==> src/rtl/assert_macros.svh <==
// Assertion macros for the RTL of the sliding window median unit.
`ifndef ASSERT_MACROS_SVH
`define ASSERT_MACROS_SVH

// Checks a property at every rising edge of clock while reset is low.
`define SWM_ASSERT(label, prop, msg) \
   label: assert property (@(posedge clock) disable iff (reset) (prop)) else $error(msg);

// Checks that cons holds in the cycle after ante, while reset is low.
`define SWM_ASSERT_NEXT(label, ante, cons, msg) \
   label: assert property (@(posedge clock) disable iff (reset) (ante) |=> (cons)) \
      else $error(msg);

`endif

==> src/rtl/swm_pkg.sv <==
// Package with the constants and types of the sliding window median unit.
`timescale 1ns / 1ps

package swm_pkg;

   localparam int MAX_WINDOW  = 64;
   localparam int SAMPLE_BITS = 32;
   localparam int SLOT_BITS   = (MAX_WINDOW > 1) ? $clog2(MAX_WINDOW) : 1;
   localparam int COUNT_BITS  = $clog2(MAX_WINDOW + 1);
   localparam int CFG_BITS    = 7;

   localparam logic [CFG_BITS-1:0] LENGTH_RESET = CFG_BITS'(3);

   typedef logic signed [SAMPLE_BITS-1:0] sample_type;
   typedef logic [SLOT_BITS-1:0]          slot_type;
   typedef logic [COUNT_BITS-1:0]         count_type;
   typedef logic [CFG_BITS-1:0]           cfg_type;

   // One sorted entry: the sample and the ring slot it arrived in.
   typedef struct packed {
      sample_type value;
      slot_type   age;
   } entry_type;

   // What a cell shows its right-hand neighbour about its present contents.
   typedef struct packed {
      entry_type entry;
      logic      ins;    // new sample goes at or before this place
      logic      after;  // entry sorts at or after the sample being dropped
   } cell_link_type;

   // Broadcast from the control to every cell.
   typedef struct packed {
      sample_type key;
      slot_type   key_age;
      sample_type drop_value;
      logic       shift;  // a beat is taken this cycle
      logic       drop;   // the oldest sample leaves in the same cycle
   } cell_ctrl_type;

endpackage

==> src/rtl/swm_cell.sv <==
// One cell of the sorted window row: holds one entry, inserts and drops in place.
`timescale 1ns / 1ps

module swm_cell (
   input  logic                   clock,
   input  swm_pkg::cell_ctrl_type ctrl,
   input  logic                   valid,
   input  swm_pkg::cell_link_type left_link,
   input  swm_pkg::entry_type     right_entry,
   output swm_pkg::cell_link_type own_link,
   output swm_pkg::entry_type     prime_entry
);

   swm_pkg::sample_type value_ff;
   swm_pkg::sample_type value_in;
   swm_pkg::slot_type   age_ff;
   swm_pkg::slot_type   age_in;
   logic                prime_after;
   logic                key_after;

   assign key_after = $signed(ctrl.key) >= $signed(ctrl.drop_value);

   always_comb begin
      own_link.entry.value = value_ff;
      own_link.entry.age   = age_ff;
      own_link.ins         = !valid || ($signed(value_ff) > $signed(ctrl.key));
      own_link.after       = valid && ($signed(value_ff) >= $signed(ctrl.drop_value));
   end

   // Contents of this place once the new sample has been inserted.
   always_comb begin
      if (left_link.ins) begin
         prime_entry = left_link.entry;
         prime_after = left_link.after;
      end else if (own_link.ins) begin
         prime_entry.value = ctrl.key;
         prime_entry.age   = ctrl.key_age;
         prime_after       = key_after;
      end else begin
         prime_entry = own_link.entry;
         prime_after = own_link.after;
      end
   end

   // When the oldest sample leaves, every place at or past it pulls from the right.
   always_comb begin
      if (ctrl.drop && prime_after) begin
         value_in = right_entry.value;
         age_in   = right_entry.age;
      end else begin
         value_in = prime_entry.value;
         age_in   = prime_entry.age;
      end
   end

   always_ff @(posedge clock) begin
      if (ctrl.shift) begin
         value_ff <= value_in;
         age_ff   <= age_in;
      end
   end

endmodule

==> config.mk <==
export PLATFORM = sky130hd
export DESIGN_NAME = swm_cell
export DESIGN_NICKNAME = d
export VERILOG_FILES = /design/src/rtl/assert_macros.svh /design/src/rtl/swm_pkg.sv /design/src/rtl/swm_cell.sv
export SDC_FILE = /design/constraint.sdc
export NUM_CORES = 1
export LEC_CHECK = 0
export ABC_AREA = 1
export BUFFER_PORTS_ARGS = -buffer_cell sky130_fd_sc_hd__clkbuf_2
export CORE_MARGIN = 2
export CORE_UTILIZATION = 40
export DETAILED_ROUTE_END_ITERATION = 8
export HOLD_SLACK_MARGIN = 0.05
export PLACE_DENSITY = 0.69
export SYNTH_ARGS = -nofsm -noshare
export SYNTH_HDL_FRONTEND = slang
export SYNTH_SLANG_ARGS = --single-unit
==> constraint.sdc <==
create_clock -name clock -period 4.05 [get_ports clock]
set_input_delay 0.2025 -clock clock [delete_from_list [all_inputs] [get_ports clock]]
set_output_delay 0.2025 -clock clock [all_outputs]
set_load 0.1 [all_outputs]
[Word-level counts from Yosys, hierarchy flattened]
Cells that the tools add are included.
Operators by class
  order comparisons: 3
  muxes and demuxes: 6
  reduce and logical (&&, ||, !) cells: 4
Operator list (number)
  $mux 38: 2
  $ge 32x32->1: 2
  $gt 32x32->1: 1
  $mux 32: 1
  $mux 6: 1
  $logic_and 1x1->1: 2
  $mux 1: 2
  $logic_not 1->1: 1
  $logic_or 1x1->1: 1
Storage, ports and cells
  flip-flop bits (word level): 38
  input bits: 152
  word-level logic and storage cells: 15

[Depth between registers and ports, before layout]
  depth in word-level cells: 6
  gate-level depth with buffers: 24

[Worst setup path after synthesis]
Ideal clock, no wire load.
  path kind: register to register
  start: reg value_ff[31]
  end: reg value_ff[22], data pin
  setup time: 0.259 ns
  data arrival time: 3.556 ns
  data required time: 3.791 ns
  path slack: 0.235 ns
  stages on the path, launching flop included: 16
  clock period less this slack: 3.815 ns
  cells stage by stage: edfxtp_1 > ha_1 > a21oi_1 > o21a_1 > nand2_1 > nor2_1 > nand3_1 > nand2_1 > nand2_2 > nand2_2 > buf_2 > nand2_1 > nand3_1 > nand2_1 > nand2_1 > nand2_1
RTL lines
  from (decl): line swm_cell.sv:14  | swm_pkg::sample_type value_ff;
  from (signal assigned): line swm_cell.sv:58  | value_ff <= value_in;

==> metrics.txt <==
outcome finished, final reports clean; PortBufs 229; slowest stage cell, crit path edfxtp_1; TritonCTS buffer count 5; most frequent cell after synthesis nand2_1; Hold WC Path Type in2reg; LEAKAGE 0.004325 uW; Synth Area in Compound Gates 6.161%; Clock Path Buffers 2; largest net degree at the start of global routing 42; Final TNS setup 0 ns; n_diodes 0; row cnt 41; EDFF count, synth 38; MaxCap Viol Count 0; die area 0.01413 sq mm; Async S/R FF share, synth 0%; Power Total 2812 uW; iteration-0 DRC count of the detailed router 312; Final HPWL DP 13620 microns; Pre-antenna DRT Iters 5; routed len/inst 14.67 microns; Die Ht 118.9 microns; Root Buffer clkbuf_16; Worst Max-Slew Pin Slew 1.090 ns; Mean Syn Cell Area 6.471 sq um; total track usage 25.09%; Layout area overhead 37.63%; Final min period 3.445 ns; Syn Nets 1064; Max Slew Vio Count 0; post-synthesis xor/xnor area fraction 0%; Reg clk slew, reported paths 0.07 ns; Post-CTS Resized 0; gate count of the mapped netlist 816; Vias 5910; mux contribution to synthesized area 0%; crit-path leading delay family simple AND/OR/NAND/NOR gates; Post-Synth Simple-Gate Area 36.49%; pwr/cell area 387.0 mW/mm^2; Synth top area share 22.75%; initial antenna violation count 0; gr ovfl total 0; kind of critical path reg2out; f_max 290.3 MHz; Clock Sink Count 38; gpl congestion 0.8615; commonest cells in the netlist 287 x nand2_1, 132 x inv_1, 128 x nand3_1, 96 x ha_1, 44 x a21oi_1; CP arrival 3.24 ns; layout cells sized above 1 24.17%; TritonCTS clock tree yes; vias per std cell 4.933; CP max stage delay 0.46 ns; hold_buf cts 0; # fillers 1276; Routed WL 17580 microns; worst-path cell chain ha_1, nand2_1, nor2_1, nand2_1, a21oi_1, nor2_1, nand2_1, nand2_1, nand2_1, nand2_2, nand2_2, buf_4, nand2_1, nand3_1, nand2_1, buf_12; post-synthesis cell type count 22; Hold Vio Cnt, Final 0; Initial Util 41.34%; crit end category output port; first-pass GRT wire length 28840 microns; CP startpoint kind flop; Crit path buffers/inverters 2; clk_skew 0.003509 ns; Worst-Skew Late Latency 0.30 ns; DRC viols 0; CP dominant cell by count nand2_1; Ys Warns 0; Req. time, crit path 3.85 ns; crit path max fanout 39; die width 118.9 microns; largest family of logic cells by synthesized area simple AND/OR/NAND/NOR gates; synth top area cells ha_1 23%, edfxtp_1 22%, nand2_1 20%; Synth Area in Adders 22.75%; largest area contributor in the netlist ha_1; Mapped Area 0.005280 sq mm; RSZ-0062 raised after global routing no; peak supply drop 0.2318 mV; H-Tree Depth 2; final net count 1273; synthesized flop and latch total 38; post-synthesis sequential area ratio 21.61%; post-route clock period utilization 85.07%; num ports 230; number of global-route vias before repair 6042; CORE AREA 0.01277 sq mm; Final setup viols 0; Most used DFF post-synth edfxtp_1; Routed Antenna Nets 0; Slew Limit Headroom 27.31%; Setup Fix Bufs, Post-CTS 0
cells in the final DEF (no fill, tap or decap), types with 2 or more instances in the layout:
cell type / netlist / final
nand2_1: 287 / 286
clkbuf_2: 0 / 190
inv_1: 132 / 132
nand3_1: 128 / 128
ha_1: 96 / 96
a21oi_1: 44 / 44
buf_12: 0 / 39
edfxtp_1: 38 / 38
nor2_1: 26 / 26
o21ai_0: 9 / 9
nand4_1: 8 / 8
clkbuf_16: 0 / 5
buf_4: 5 / 5
o21a_1: 5 / 4
a21o_1: 3 / 3
nand2_2: 2 / 3
nand3b_1: 2 / 2
bufinv_16: 0 / 2
worst paths after layout:
check	end	cells past startpoint	slack, ns	from
setup / recovery	prime_entry[6]	16	0.60	value_ff[31]$_DFFE_PP_
hold / removal	value_ff[6]$_DFFE_PP_	3	0.20	right_entry[12]
setup reg to reg	value_ff[25]$_DFFE_PP_	14	0.86	value_ff[31]$_DFFE_PP_
hold reg to reg	age_ff[2]$_DFFE_PP_	6	0.89	age_ff[2]$_DFFE_PP_
report_power, final:
group | switching, uW | internal [uW]
logic | 1230 | 492
registers | 51.5 | 499
clock network | 188 | 352
total | 1470 | 1340
cell families (layout without fill, tap and decap cells):
group	Yosys count	after routing
AOI/OAI and AO/OA	61	61
adders and majority gates	96	96
buffers and inverters	164	374
DFF	38	38
and+or+nand+nor	457	457
tightest hold or removal path, cell delays in order:
cell,delay (ns)
clkbuf_2,0.07
nand3_1,0.06
nand2_1,0.06
flip-flops by register name, indices dropped and copies added (netlist names):
register and cells:
age_ff 6, value_ff 32
final cells by class:
class,instances,area [sq um],area share (%)
Multi-Input combinational cell,614,3457,47.57
Timing Repair Buffer,234,1769,24.35
Sequential cell,38,1141,15.70
Inverter,132,495.5,6.818
Tap cell,172,215.2,2.961
Clock buffer,5,125.1,1.722
Clock inverter,3,63.81,0.8781
per-stage QoR:
step	area, sq um	cells	utilization [%]	hold slack, ns	setup WS [ns]
2_1_floorplan	5280	816	-	0.3150	0.2351
3_3_place_gp	7078	1190	55.41	0.5046	0.8870
3_5_place_dp	7078	1190	55.41	0.5077	0.8424
4_1_cts	7267	1198	56.89	0.1941	0.5754
5_1_grt	7267	1198	56.89	0.2060	0.3641
6_report	7267	1198	56.89	0.1982	0.6048
layer usage:
layer  up-vias  share of wire [%]  GRT usage (%)
met2       199                 48          43.93
li1       3057                  -              -
met3        27                7.0          6.082
met5         -                  0              0
met4         0                2.0          6.845
met1      2627                 43          30.59
Power figures use the tool's default switching activity.
